[src/sv/mtsp_pkg.sv]
// Shared types and constants of the matmul tile size planner.
// Holds the configuration layout, the controller states and the
// command and status structs between controller and datapath.
`default_nettype none

package mtsp_pkg;

    localparam int CW_W       = 11;
    localparam int EB_W       = 4;
    localparam int SPK_W      = 16;
    localparam int CFG_IDX_W  = 2;
    localparam int CFG_DATA_W = 16;

    localparam int DIV_RADIX_BITS = 4;
    localparam int HALF_SHIFT     = 9;

    typedef enum logic [CFG_IDX_W-1:0] {
        CFG_ARRAY_WIDTH      = 2'd0,
        CFG_ELEMENT_BYTES    = 2'd1,
        CFG_SCRATCHPAD_KIB   = 2'd2,
        CFG_TRANSPOSE_ENABLE = 2'd3
    } t_cfg_idx;

    localparam logic [CW_W-1:0]  RST_ARRAY_WIDTH      = 11'd128;
    localparam logic [EB_W-1:0]  RST_ELEMENT_BYTES    = 4'd2;
    localparam logic [SPK_W-1:0] RST_SCRATCHPAD_KIB   = 16'd1024;
    localparam logic             RST_TRANSPOSE_ENABLE = 1'b1;

    typedef struct packed {
        logic [CW_W-1:0]  array_width;
        logic [EB_W-1:0]  element_bytes;
        logic [SPK_W-1:0] scratchpad_kib;
        logic             transpose_enable;
    } t_cfg;

    typedef enum logic [3:0] {
        ST_IDLE,
        ST_RND_LOAD,
        ST_RND_STEP,
        ST_MUL0,
        ST_MUL1,
        ST_MUL2,
        ST_ACC,
        ST_SCALE,
        ST_CHECK,
        ST_FINISH
    } t_state;

    typedef enum logic [1:0] {
        PAIR_AB,
        PAIR_BC,
        PAIR_CA
    } t_pair;

    typedef struct packed {
        logic  load;
        logic  div_load;
        logic  div_step;
        logic  div_last;
        logic  next_idx;
        logic  mul_en;
        t_pair mul_pair;
        logic  acc_clr;
        logic  acc_en;
        logic  scale;
        logic  halve;
        logic  no_fit;
        logic  out_load;
    } t_cmd;

    typedef struct packed {
        logic over;
        logic blocked;
        logic idx_last;
    } t_sts;

endpackage

`default_nettype wire

[src/sv/mtsp_in_if.sv]
// Input channel of the tile size planner: one matmul job per item.
// Stand-alone; carries valid, ready and the job fields.
`default_nettype none

interface mtsp_in_if #(
    parameter int DIM_BITS = 16
);
    logic                valid;
    logic                ready;
    logic [DIM_BITS-1:0] m_rows;
    logic [DIM_BITS-1:0] k_depth;
    logic [DIM_BITS-1:0] n_cols;
    logic                row_override_on;
    logic [DIM_BITS-1:0] row_override_count;

    modport source (
        output valid, m_rows, k_depth, n_cols, row_override_on, row_override_count,
        input  ready
    );

    modport sink (
        input  valid, m_rows, k_depth, n_cols, row_override_on, row_override_count,
        output ready
    );
endinterface

`default_nettype wire

[src/sv/mtsp_out_if.sv]
// Output channel of the tile size planner: one tile plan per item.
// Stand-alone; carries valid, ready and the plan fields.
`default_nettype none

interface mtsp_out_if #(
    parameter int DIM_BITS = 16
);
    logic                valid;
    logic                ready;
    logic [DIM_BITS-1:0] tile_first;
    logic [DIM_BITS-1:0] tile_middle;
    logic [DIM_BITS-1:0] tile_last;
    logic [DIM_BITS:0]   count_first;
    logic [DIM_BITS:0]   count_middle;
    logic [DIM_BITS:0]   count_last;
    logic                transposed;
    logic                k_major_order;
    logic                fits;

    modport source (
        output valid, tile_first, tile_middle, tile_last,
               count_first, count_middle, count_last,
               transposed, k_major_order, fits,
        input  ready
    );

    modport sink (
        input  valid, tile_first, tile_middle, tile_last,
               count_first, count_middle, count_last,
               transposed, k_major_order, fits,
        output ready
    );
endinterface

`default_nettype wire

[src/sv/mtsp_ctrl.sv]
// Controller of the tile size planner: sequences rounding, footprint
// multiplies, the fit check and halving. Uses mtsp_pkg.
`default_nettype none

module mtsp_ctrl
    import mtsp_pkg::*;
#(
    parameter int DIM_BITS = 16
) (
    input  wire logic i_clk,
    input  wire logic i_rst_n,
    input  wire logic i_in_valid,
    output logic      o_in_ready,
    output logic      o_out_valid,
    input  wire logic i_out_ready,
    input  wire t_sts i_sts,
    output t_cmd      o_cmd
);

    localparam int DIV_CYC = (DIM_BITS + DIV_RADIX_BITS - 1) / DIV_RADIX_BITS;
    localparam int CYC_W   = (DIV_CYC > 1) ? $clog2(DIV_CYC) : 1;
    localparam logic [CYC_W-1:0] STEP_LAST = CYC_W'(DIV_CYC - 1);

    t_state           r_state, n_state;
    logic [CYC_W-1:0] r_step, n_step;
    logic             r_init, n_init;
    logic             r_out_valid, n_out_valid;

    always_ff @(posedge i_clk) begin
        if (!i_rst_n) begin
            r_state     <= ST_IDLE;
            r_step      <= '0;
            r_init      <= 1'b0;
            r_out_valid <= 1'b0;
        end else begin
            r_state     <= n_state;
            r_step      <= n_step;
            r_init      <= n_init;
            r_out_valid <= n_out_valid;
        end
    end

    always_comb begin
        n_state = r_state;
        n_step  = r_step;
        n_init  = r_init;
        o_cmd   = '0;

        unique case (r_state)
            ST_IDLE: begin
                if (i_in_valid) begin
                    o_cmd.load = 1'b1;
                    n_init     = 1'b1;
                    n_state    = ST_RND_LOAD;
                end
            end
            ST_RND_LOAD: begin
                o_cmd.div_load = 1'b1;
                n_step         = '0;
                n_state        = ST_RND_STEP;
            end
            ST_RND_STEP: begin
                o_cmd.div_step = 1'b1;
                if (r_step == STEP_LAST) begin
                    o_cmd.div_last = 1'b1;
                    if (r_init && !i_sts.idx_last) begin
                        o_cmd.next_idx = 1'b1;
                        n_state        = ST_RND_LOAD;
                    end else begin
                        n_init  = 1'b0;
                        n_state = ST_MUL0;
                    end
                end else begin
                    n_step = r_step + 1'b1;
                end
            end
            ST_MUL0: begin
                o_cmd.mul_en   = 1'b1;
                o_cmd.mul_pair = PAIR_AB;
                o_cmd.acc_clr  = 1'b1;
                n_state        = ST_MUL1;
            end
            ST_MUL1: begin
                o_cmd.mul_en   = 1'b1;
                o_cmd.mul_pair = PAIR_BC;
                o_cmd.acc_en   = 1'b1;
                n_state        = ST_MUL2;
            end
            ST_MUL2: begin
                o_cmd.mul_en   = 1'b1;
                o_cmd.mul_pair = PAIR_CA;
                o_cmd.acc_en   = 1'b1;
                n_state        = ST_ACC;
            end
            ST_ACC: begin
                o_cmd.acc_en = 1'b1;
                n_state      = ST_SCALE;
            end
            ST_SCALE: begin
                o_cmd.scale = 1'b1;
                n_state     = ST_CHECK;
            end
            ST_CHECK: begin
                if (!i_sts.over) begin
                    n_state = ST_FINISH;
                end else if (i_sts.blocked) begin
                    o_cmd.no_fit = 1'b1;
                    n_state      = ST_FINISH;
                end else begin
                    o_cmd.halve = 1'b1;
                    n_state     = ST_RND_LOAD;
                end
            end
            ST_FINISH: begin
                if (!r_out_valid || i_out_ready) begin
                    o_cmd.out_load = 1'b1;
                    n_state        = ST_IDLE;
                end
            end
            default: begin
                n_state = ST_IDLE;
            end
        endcase

        n_out_valid = r_out_valid;
        if (r_out_valid && i_out_ready) begin
            n_out_valid = 1'b0;
        end
        if (o_cmd.out_load) begin
            n_out_valid = 1'b1;
        end
    end

    assign o_in_ready  = (r_state == ST_IDLE);
    assign o_out_valid = r_out_valid;

endmodule

`default_nettype wire

[src/sv/mtsp_dp.sv]
// Datapath of the tile size planner: tile sizes and counts, radix-16
// remainder unit for rounding, shared multiplier, output register. Uses mtsp_pkg.
`default_nettype none

module mtsp_dp
    import mtsp_pkg::*;
#(
    parameter int DIM_BITS = 16
) (
    input  wire logic                i_clk,
    input  wire t_cfg                i_cfg,
    input  wire t_cmd                i_cmd,
    output t_sts                     o_sts,
    input  wire logic [DIM_BITS-1:0] i_m_rows,
    input  wire logic [DIM_BITS-1:0] i_k_depth,
    input  wire logic [DIM_BITS-1:0] i_n_cols,
    input  wire logic                i_row_override_on,
    input  wire logic [DIM_BITS-1:0] i_row_override_count,
    output logic [DIM_BITS-1:0]      o_tile_first,
    output logic [DIM_BITS-1:0]      o_tile_middle,
    output logic [DIM_BITS-1:0]      o_tile_last,
    output logic [DIM_BITS:0]        o_count_first,
    output logic [DIM_BITS:0]        o_count_middle,
    output logic [DIM_BITS:0]        o_count_last,
    output logic                     o_transposed,
    output logic                     o_k_major_order,
    output logic                     o_fits
);

    localparam int DIV_CYC = (DIM_BITS + DIV_RADIX_BITS - 1) / DIV_RADIX_BITS;
    localparam int PAD_W   = DIV_CYC * DIV_RADIX_BITS;
    localparam int RW      = ((DIM_BITS > CW_W) ? DIM_BITS : CW_W) + 1;
    localparam int PROD_W  = 2 * RW;
    localparam int SUM_W   = PROD_W + 2;
    localparam int FOOT_W  = SUM_W + EB_W;
    localparam int HALF_W  = SPK_W + HALF_SHIFT;

    logic [DIM_BITS-1:0] r_sz  [3];
    logic [DIM_BITS:0]   r_cnt [3];
    logic [RW-1:0]       r_rnd [3];
    logic [1:0]          r_idx;
    logic                r_tr;
    logic                r_fits;
    logic [PAD_W-1:0]    r_dvd;
    logic [CW_W-1:0]     r_rem;
    logic [PROD_W-1:0]   r_prod;
    logic [SUM_W-1:0]    r_sum;
    logic [FOOT_W-1:0]   r_foot;

    logic [CW_W-1:0]     w_eff;
    logic [CW_W-1:0]     rem_nxt;
    logic [RW-1:0]       rnd_v;
    logic [RW-1:0]       op_x, op_y;
    logic [1:0]          sel;
    logic [DIM_BITS-1:0] m_eff;
    logic [HALF_W-1:0]   half_v;

    assign w_eff = (i_cfg.array_width == '0) ? CW_W'(1) : i_cfg.array_width;

    always_comb begin
        logic [CW_W-1:0] rem_v;
        logic [CW_W:0]   t_v;
        rem_v = r_rem;
        for (int j = 0; j < DIV_RADIX_BITS; j++) begin
            t_v = {rem_v, r_dvd[PAD_W-1-j]};
            if (t_v >= {1'b0, w_eff}) begin
                rem_v = CW_W'(t_v - {1'b0, w_eff});
            end else begin
                rem_v = t_v[CW_W-1:0];
            end
        end
        rem_nxt = rem_v;
    end

    assign rnd_v = RW'(r_sz[r_idx])
                 + ((rem_nxt != '0) ? RW'(w_eff - rem_nxt) : RW'(0));

    always_comb begin
        case (i_cmd.mul_pair)
            PAIR_BC: begin
                op_x = r_rnd[1];
                op_y = r_rnd[2];
            end
            PAIR_CA: begin
                op_x = r_rnd[2];
                op_y = r_rnd[0];
            end
            default: begin
                op_x = r_rnd[0];
                op_y = r_rnd[1];
            end
        endcase
    end

    always_comb begin
        sel = 2'd0;
        if (r_sz[1] > r_sz[0]) begin
            sel = 2'd1;
        end
        if (r_sz[2] > r_sz[sel]) begin
            sel = 2'd2;
        end
    end

    assign m_eff  = i_row_override_on ? i_row_override_count : i_m_rows;
    assign half_v = {i_cfg.scratchpad_kib, {HALF_SHIFT{1'b0}}};

    assign o_sts.over     = (r_foot > FOOT_W'(half_v));
    assign o_sts.blocked  = (r_sz[sel] <= DIM_BITS'(1));
    assign o_sts.idx_last = (r_idx == 2'd2);

    always_ff @(posedge i_clk) begin
        if (i_cmd.load) begin
            r_sz[0]  <= m_eff;
            r_sz[1]  <= i_k_depth;
            r_sz[2]  <= i_n_cols;
            for (int i = 0; i < 3; i++) begin
                r_cnt[i] <= (DIM_BITS + 1)'(1);
            end
            r_idx    <= 2'd0;
            r_fits   <= 1'b1;
            r_tr     <= i_cfg.transpose_enable && (i_n_cols > m_eff);
        end
        if (i_cmd.div_load) begin
            r_dvd <= PAD_W'(r_sz[r_idx]);
            r_rem <= '0;
        end
        if (i_cmd.div_step) begin
            r_dvd <= r_dvd << DIV_RADIX_BITS;
            r_rem <= rem_nxt;
        end
        if (i_cmd.div_last) begin
            r_rnd[r_idx] <= rnd_v;
        end
        if (i_cmd.next_idx) begin
            r_idx <= r_idx + 2'd1;
        end
        if (i_cmd.mul_en) begin
            r_prod <= op_x * op_y;
        end
        if (i_cmd.acc_clr) begin
            r_sum <= '0;
        end else if (i_cmd.acc_en) begin
            r_sum <= r_sum + SUM_W'(r_prod);
        end
        if (i_cmd.scale) begin
            r_foot <= FOOT_W'(r_sum) * FOOT_W'(i_cfg.element_bytes);
        end
        if (i_cmd.halve) begin
            r_idx      <= sel;
            r_cnt[sel] <= r_cnt[sel] << 1;
            r_sz[sel]  <= (r_sz[sel] >> 1) + DIM_BITS'(r_sz[sel][0]);
        end
        if (i_cmd.no_fit) begin
            r_fits <= 1'b0;
        end
    end

    always_ff @(posedge i_clk) begin
        logic [DIM_BITS:0] c_first, c_last, c_big;
        c_first = r_tr ? r_cnt[2] : r_cnt[0];
        c_last  = r_tr ? r_cnt[0] : r_cnt[2];
        c_big   = (c_first > c_last) ? c_first : c_last;
        if (i_cmd.out_load) begin
            o_tile_first    <= r_tr ? r_sz[2] : r_sz[0];
            o_tile_middle   <= r_sz[1];
            o_tile_last     <= r_tr ? r_sz[0] : r_sz[2];
            o_count_first   <= c_first;
            o_count_middle  <= r_cnt[1];
            o_count_last    <= c_last;
            o_transposed    <= r_tr;
            o_k_major_order <= ({1'b0, r_cnt[1]} > {c_big, 1'b0});
            o_fits          <= r_fits;
        end
    end

endmodule

`default_nettype wire

[src/sv/matmul_tile_size_planner.sv]
// Matmul tile size planner: one job in, one tile plan out.
// Each job: round all three sizes up to a multiple of the array width, then multiply, scale and
// check, with at most 3*DIM_BITS halvings; a rounding takes D = ceil(DIM_BITS/4) remainder steps.
// One job at a time: a new job is taken only while the controller is idle.
// The next job is taken while a finished plan waits; a plan stalls until that one leaves.
// Reset: configuration returns to its defaults, controller idle, no plan pending.
`default_nettype none

module matmul_tile_size_planner
    import mtsp_pkg::*;
#(
    parameter int DIM_BITS = 16
) (
    input  wire logic                  i_clk,
    input  wire logic                  i_rst_n,
    input  wire logic                  i_cfg_we,
    input  wire logic [CFG_IDX_W-1:0]  i_cfg_idx,
    input  wire logic [CFG_DATA_W-1:0] i_cfg_data,
    mtsp_in_if.sink                    i_in,
    mtsp_out_if.source                 o_out
);

    t_cfg r_cfg, n_cfg;
    t_cmd cmd;
    t_sts sts;

    always_comb begin
        n_cfg = r_cfg;
        if (i_cfg_we) begin
            unique case (t_cfg_idx'(i_cfg_idx))
                CFG_ARRAY_WIDTH:      n_cfg.array_width      = i_cfg_data[CW_W-1:0];
                CFG_ELEMENT_BYTES:    n_cfg.element_bytes    = i_cfg_data[EB_W-1:0];
                CFG_SCRATCHPAD_KIB:   n_cfg.scratchpad_kib   = i_cfg_data[SPK_W-1:0];
                CFG_TRANSPOSE_ENABLE: n_cfg.transpose_enable = i_cfg_data[0];
                default: begin
                end
            endcase
        end
    end

    always_ff @(posedge i_clk) begin
        if (!i_rst_n) begin
            r_cfg.array_width      <= RST_ARRAY_WIDTH;
            r_cfg.element_bytes    <= RST_ELEMENT_BYTES;
            r_cfg.scratchpad_kib   <= RST_SCRATCHPAD_KIB;
            r_cfg.transpose_enable <= RST_TRANSPOSE_ENABLE;
        end else begin
            r_cfg <= n_cfg;
        end
    end

    mtsp_ctrl #(
        .DIM_BITS (DIM_BITS)
    ) u_ctrl (
        .i_clk       (i_clk),
        .i_rst_n     (i_rst_n),
        .i_in_valid  (i_in.valid),
        .o_in_ready  (i_in.ready),
        .o_out_valid (o_out.valid),
        .i_out_ready (o_out.ready),
        .i_sts       (sts),
        .o_cmd       (cmd)
    );

    mtsp_dp #(
        .DIM_BITS (DIM_BITS)
    ) u_dp (
        .i_clk                (i_clk),
        .i_cfg                (r_cfg),
        .i_cmd                (cmd),
        .o_sts                (sts),
        .i_m_rows             (i_in.m_rows),
        .i_k_depth            (i_in.k_depth),
        .i_n_cols             (i_in.n_cols),
        .i_row_override_on    (i_in.row_override_on),
        .i_row_override_count (i_in.row_override_count),
        .o_tile_first         (o_out.tile_first),
        .o_tile_middle        (o_out.tile_middle),
        .o_tile_last          (o_out.tile_last),
        .o_count_first        (o_out.count_first),
        .o_count_middle       (o_out.count_middle),
        .o_count_last         (o_out.count_last),
        .o_transposed         (o_out.transposed),
        .o_k_major_order      (o_out.k_major_order),
        .o_fits               (o_out.fits)
    );

endmodule

`default_nettype wire
[src/flat_wrapper.sv]
// flat-port wrapper written by rule: the top's interface ports become plain ports
module matmul_tile_size_planner_flat import mtsp_pkg::*;
#(
    parameter int DIM_BITS = 16
)
  (i_clk, i_rst_n, i_cfg_we, i_cfg_idx, i_cfg_data, i_in_valid, i_in_m_rows, i_in_k_depth, i_in_n_cols, i_in_row_override_on, i_in_row_override_count, i_in_ready, o_out_valid, o_out_tile_first, o_out_tile_middle, o_out_tile_last, o_out_count_first, o_out_count_middle, o_out_count_last, o_out_transposed, o_out_k_major_order, o_out_fits, o_out_ready);
  mtsp_in_if #(.DIM_BITS(DIM_BITS)) i_in_i ();
  mtsp_out_if #(.DIM_BITS(DIM_BITS)) o_out_i ();
  input  wire logic i_clk;
  input  wire logic i_rst_n;
  input  wire logic i_cfg_we;
  input  wire logic [CFG_IDX_W-1:0] i_cfg_idx;
  input  wire logic [CFG_DATA_W-1:0] i_cfg_data;
  input wire logic [$bits(i_in_i.valid)-1:0] i_in_valid;
  input wire logic [$bits(i_in_i.m_rows)-1:0] i_in_m_rows;
  input wire logic [$bits(i_in_i.k_depth)-1:0] i_in_k_depth;
  input wire logic [$bits(i_in_i.n_cols)-1:0] i_in_n_cols;
  input wire logic [$bits(i_in_i.row_override_on)-1:0] i_in_row_override_on;
  input wire logic [$bits(i_in_i.row_override_count)-1:0] i_in_row_override_count;
  output wire logic [$bits(i_in_i.ready)-1:0] i_in_ready;
  output wire logic [$bits(o_out_i.valid)-1:0] o_out_valid;
  output wire logic [$bits(o_out_i.tile_first)-1:0] o_out_tile_first;
  output wire logic [$bits(o_out_i.tile_middle)-1:0] o_out_tile_middle;
  output wire logic [$bits(o_out_i.tile_last)-1:0] o_out_tile_last;
  output wire logic [$bits(o_out_i.count_first)-1:0] o_out_count_first;
  output wire logic [$bits(o_out_i.count_middle)-1:0] o_out_count_middle;
  output wire logic [$bits(o_out_i.count_last)-1:0] o_out_count_last;
  output wire logic [$bits(o_out_i.transposed)-1:0] o_out_transposed;
  output wire logic [$bits(o_out_i.k_major_order)-1:0] o_out_k_major_order;
  output wire logic [$bits(o_out_i.fits)-1:0] o_out_fits;
  input wire logic [$bits(o_out_i.ready)-1:0] o_out_ready;
  assign i_in_i.valid = i_in_valid;
  assign i_in_i.m_rows = i_in_m_rows;
  assign i_in_i.k_depth = i_in_k_depth;
  assign i_in_i.n_cols = i_in_n_cols;
  assign i_in_i.row_override_on = i_in_row_override_on;
  assign i_in_i.row_override_count = i_in_row_override_count;
  assign i_in_ready = i_in_i.ready;
  assign o_out_valid = o_out_i.valid;
  assign o_out_tile_first = o_out_i.tile_first;
  assign o_out_tile_middle = o_out_i.tile_middle;
  assign o_out_tile_last = o_out_i.tile_last;
  assign o_out_count_first = o_out_i.count_first;
  assign o_out_count_middle = o_out_i.count_middle;
  assign o_out_count_last = o_out_i.count_last;
  assign o_out_transposed = o_out_i.transposed;
  assign o_out_k_major_order = o_out_i.k_major_order;
  assign o_out_fits = o_out_i.fits;
  assign o_out_i.ready = o_out_ready;
  matmul_tile_size_planner #(.DIM_BITS(DIM_BITS)) u_core (.i_clk(i_clk), .i_rst_n(i_rst_n), .i_cfg_we(i_cfg_we), .i_cfg_idx(i_cfg_idx), .i_cfg_data(i_cfg_data), .i_in(i_in_i), .o_out(o_out_i));
endmodule
[config.mk]
export PLATFORM = sky130hd
export DESIGN_NAME = matmul_tile_size_planner_flat
export DESIGN_NICKNAME = d
export VERILOG_FILES = /design/src/sv/mtsp_pkg.sv /design/src/sv/mtsp_in_if.sv /design/src/sv/mtsp_out_if.sv /design/src/sv/mtsp_ctrl.sv /design/src/sv/mtsp_dp.sv /design/src/sv/matmul_tile_size_planner.sv /design/src/flat_wrapper.sv
export SDC_FILE = /design/constraint.sdc
export NUM_CORES = 2
export LEC_CHECK = 0
export BUFFER_PORTS_ARGS = -buffer_cell sky130_fd_sc_hd__buf_2
export CORE_MARGIN = 2
export CORE_UTILIZATION = 57
export DETAILED_ROUTE_END_ITERATION = 8
export PLACE_DENSITY = 0.87
export SYNTH_ARGS = -nofsm -noshare
export SYNTH_HDL_FRONTEND = slang
export SYNTH_SLANG_ARGS = --single-unit
export TNS_END_PERCENT = 5
[constraint.sdc]
create_clock -name i_clk -period 20.6 [get_ports i_clk]
set_input_delay 1.03 -clock i_clk [delete_from_list [all_inputs] [get_ports i_clk]]
set_output_delay 1.03 -clock i_clk [all_outputs]
set_load 0.05 [all_outputs]
==> out/metrics.csv <==
stage,metric,value,unit
worst_setup_path,Slowest Stage Delay on Critical Path,850,ps
logic_synthesis,"count leader, synth",nand2_1,
logic_synthesis,post-synth top area cell,edfxtp_1,
placed_design,Final HPWL DP,76900,µm
logic_synthesis,post-synthesis cell type count,89,
timing,fin crit period,15070,ps
worst_setup_path,most frequent CP cell,a21oi_1,
logic_synthesis,largest family of logic cells by synthesized area,adder cells,
worst_setup_path,Setup crit start kind,flop,
drt,drt via density,5.95,
logic_synthesis,post-synthesis compound-gate area fraction,0.116,
grt,first-pass GRT wire length,163000,µm
placed_design,routability cong.,0.957,
logic_synthesis,commonest cells in the netlist,"nand2_1 (514), inv_1 (475), edfxtp_1 (365)",
logic_synthesis,Post-synth EDFFs,365,
worst_setup_path,worst reg2reg path depth,54,
cells_and_area,register area,12700,µm²
logic_synthesis,"top cells by area, synth","edfxtp_1 (28%), fa_1 (15%), ha_1 (11%)",
cells_and_area,diodes inserted,0,
worst_setup_path,"CP delay by family, top",compound AO/OA/AOI/OAI gates,
timing,final setup fails,0,
placed_design,pre-CTS WS,5790,ps
worst_setup_path,WP buf/inv,2,
flow_run,max cap viols,0,
logic_synthesis,Yosys reg bits,451,
hold_path,Hold Path Depth,0,
logic_synthesis,Post-synth top flop,edfxtp_1,
worst_setup_path,crit-path max FO,18,
logic_synthesis,ys async rst share,0,
logic_synthesis,sequential area share after synthesis,0.320,
grt,largest net degree at the start of global routing,67,
clocking,Num Clock Sinks,451,
clocking,clock latency on the worst-skew pair,610,ps
clocking,clk buf depth,3,
timing,Rel. slew slack,0.214,
logic_synthesis,Cells after Synth,4062,
worst_setup_path,CP arrival,15390,ps
logic_synthesis,adder-cell share of the synthesized area,0.263,
clocking,CTS tree,yes,
logic_synthesis,post-synth top area share,0.277,
die,area of the core,68700,µm²
clocking,post-CTS sizing,0,
logic_synthesis,Post-Synth Simple-Gate Area,0.143,
hold_path,Worst Hold Class,reg -> reg,
cells_and_area,area of the multi-input gates,24700,µm²
drt,wire length per cell,19.5,µm
logic_synthesis,"Avg Cell Area, Syn",9.75,µm²
clocking,post-CTS setup buffer count,0,
drt,Detailed Route Iter0 Violations,3084,
grt,GRT Overall Usage,0.286,
drt,"wirelength, routed",102000,µm
drt,# DRC,0,
timing,Worst-Margin Slew,1170,ps
worst_setup_path,WS Path Type,reg -> reg,
timing,Final Cycle Share,0.732,
cells_and_area,P&R area growth vs syn,9.28,%
run_status,status,finished clean,
grt,vias in the first global route,31401,
worst_setup_path,WP data required,20920,ps
drt,via count,30950,
worst_setup_path,CP max stage cell,nor4_4,
logic_synthesis,mux contribution to synthesized area,0.0608,
clocking,TritonCTS Buffers,49,
grt,antenna violations before repair,3,
timing,setup_tns,0,ps
worst_setup_path,Crit. path cell count,54,
logic_synthesis,Yosys Warn Count,0,
cells_and_area,Final Util,0.630,
worst_setup_path,Crit. End Element,flop,
cells_and_area,nets@finish,4966,
clocking,hold bufs inserted after CTS,0,
timing,Final Hold Vio Count,0,
drt,First-pass DRT Iterations,7,
die,Die Area,71600,µm²
die,die height,268,µm
clocking,CTS root buffer,clkbuf_16,
timing,max-slew violations,0,
clocking,H-Tree Depth,2,
timing,RSZ-0062 raised after global routing,no,
logic_synthesis,xor/xnor cell area share of the yosys netlist,0.0364,
grt,GRT overflow,0,
timing,setup slack after layout,5530,ps
die,width of the chip,268,µm
placed_design,port bufs,191,
timing,hold slack final,457,ps
logic_synthesis,cell area after synthesis,39600,µm²
die,I/O Pins,192,
clocking,"CTS clk-pin slew, worst paths",70,ps
drt,remaining antenna violation count,0,
cells_and_area,layout cell share with drive strength beyond 1,0.113,
timing,fmax,0.0664,GHz
timing,Final Skew,23.3,ps
cells_and_area,fillcell total,5269,
die,starting density of the core,0.577,
die,Row Count,96,
final cells by class:
type | instances | share of cell area
multi-input cells | 3006 | 0.570
flip-flops and latches | 451 | 0.293
inverters | 476 | 0.0413
repair buffers | 249 | 0.0321
clock buffers | 57 | 0.0297
well taps | 931 | 0.0269
clock inverters | 32 | 0.00656
worst reg2reg max path, delay by kind of cell (launching register included):
kind | cells | cell delay (ps)
multiplexers | 5 | 1850
buffers and inverters | 2 | 480
AO/OA/AOI/OAI | 28 | 6110
AND/OR/NAND/NOR | 11 | 3220
flip-flops | 1 | 470
adder cells (fa/ha/maj) | 7 | 2540
XOR/XNOR | 1 | 110
per-layer routing:
layer	global-route usage	wire (µm)	up-vias
li1	-	-	14207
met1	0.357	39300	14978
met2	0.492	49400	1447
met3	0.0534	8640	316
met4	0.111	4210	2
met5	0	16	-
path summary, 6_finish.rpt:
kind / start / end / slack, ps
setup / recovery: u_core.r_cfg[22] / u_core.u_dp.r_rnd[0][16] / 5530
hold / removal: u_core.u_dp.r_fits / u_core.u_dp.o_fits / 460
setup reg to reg: u_core.r_cfg[22] / u_core.u_dp.r_rnd[0][16] / 5530
hold reg to reg: u_core.u_dp.r_fits / u_core.u_dp.o_fits / 460
through the flow:
stage          instance area [µm²]  cells
6_report                     43300   5202
5_1_grt                      43300   5202
3_3_place_gp                 41700   5113
3_5_place_dp                 41700   5113
4_1_cts                      43300   5202
2_1_floorplan                39700   4077
logic make-up after synthesis:
family,Yosys count
and+or+nand+nor,1243
AOI/OAI and AO/OA,720
adders and majority gates,656
buffers and inverters,620
DFF,451
muxes,208
xor gates and xnor gates,163
other,1
flip-flops by register name (all words and copies together), names as in the netlist, 2 cells and up, named ones only:
name,flops
u_core.u_dp.r_sz,64
u_core.u_dp.r_idx,2
u_core.u_dp.r_prod,34
u_core.u_dp.o_count_last,17
u_core.u_dp.o_tile_first,16
u_core.u_ctrl.r_step,2
u_core.u_dp.r_rnd,51
u_core.u_dp.o_tile_middle,16
u_core.u_dp.r_cnt,51
u_core.u_dp.o_count_first,17
u_core.u_dp.r_sum,36
u_core.u_dp.r_rem,11
u_core.u_dp.o_count_middle,17
u_core.u_dp.r_foot,40
u_core.u_ctrl.r_state,4
u_core.u_dp.o_tile_last,16
u_core.r_cfg,32
u_core.u_dp.r_dvd,16
layout by cell type (no fill, tap or decap), types with 19 or more instances in the layout:
cell / count
nor4_1: 19
mux2i_1: 105
xor2_1: 50
nor2_1: 319
dfxtp_1: 86
a21boi_0: 27
inv_1: 475
o21ai_0: 145
clkbuf_16: 49
and2_1: 74
a211oi_1: 19
o21bai_1: 28
nand2_1: 514
nand2b_1: 45
buf_2: 191
nand3_1: 57
nand4_1: 30
nor3_1: 42
ha_1: 346
a21o_1: 99
and3_1: 19
buf_4: 58
mux2_2: 84
edfxtp_1: 365
o21a_1: 28
a22oi_1: 35
fa_1: 298
xnor2_1: 111
a21oi_1: 219
nor2b_1: 57
Power is left out: the tool's default activity adds up to more than one toggle a clock period on the data nets, which glitch-free logic cannot reach.
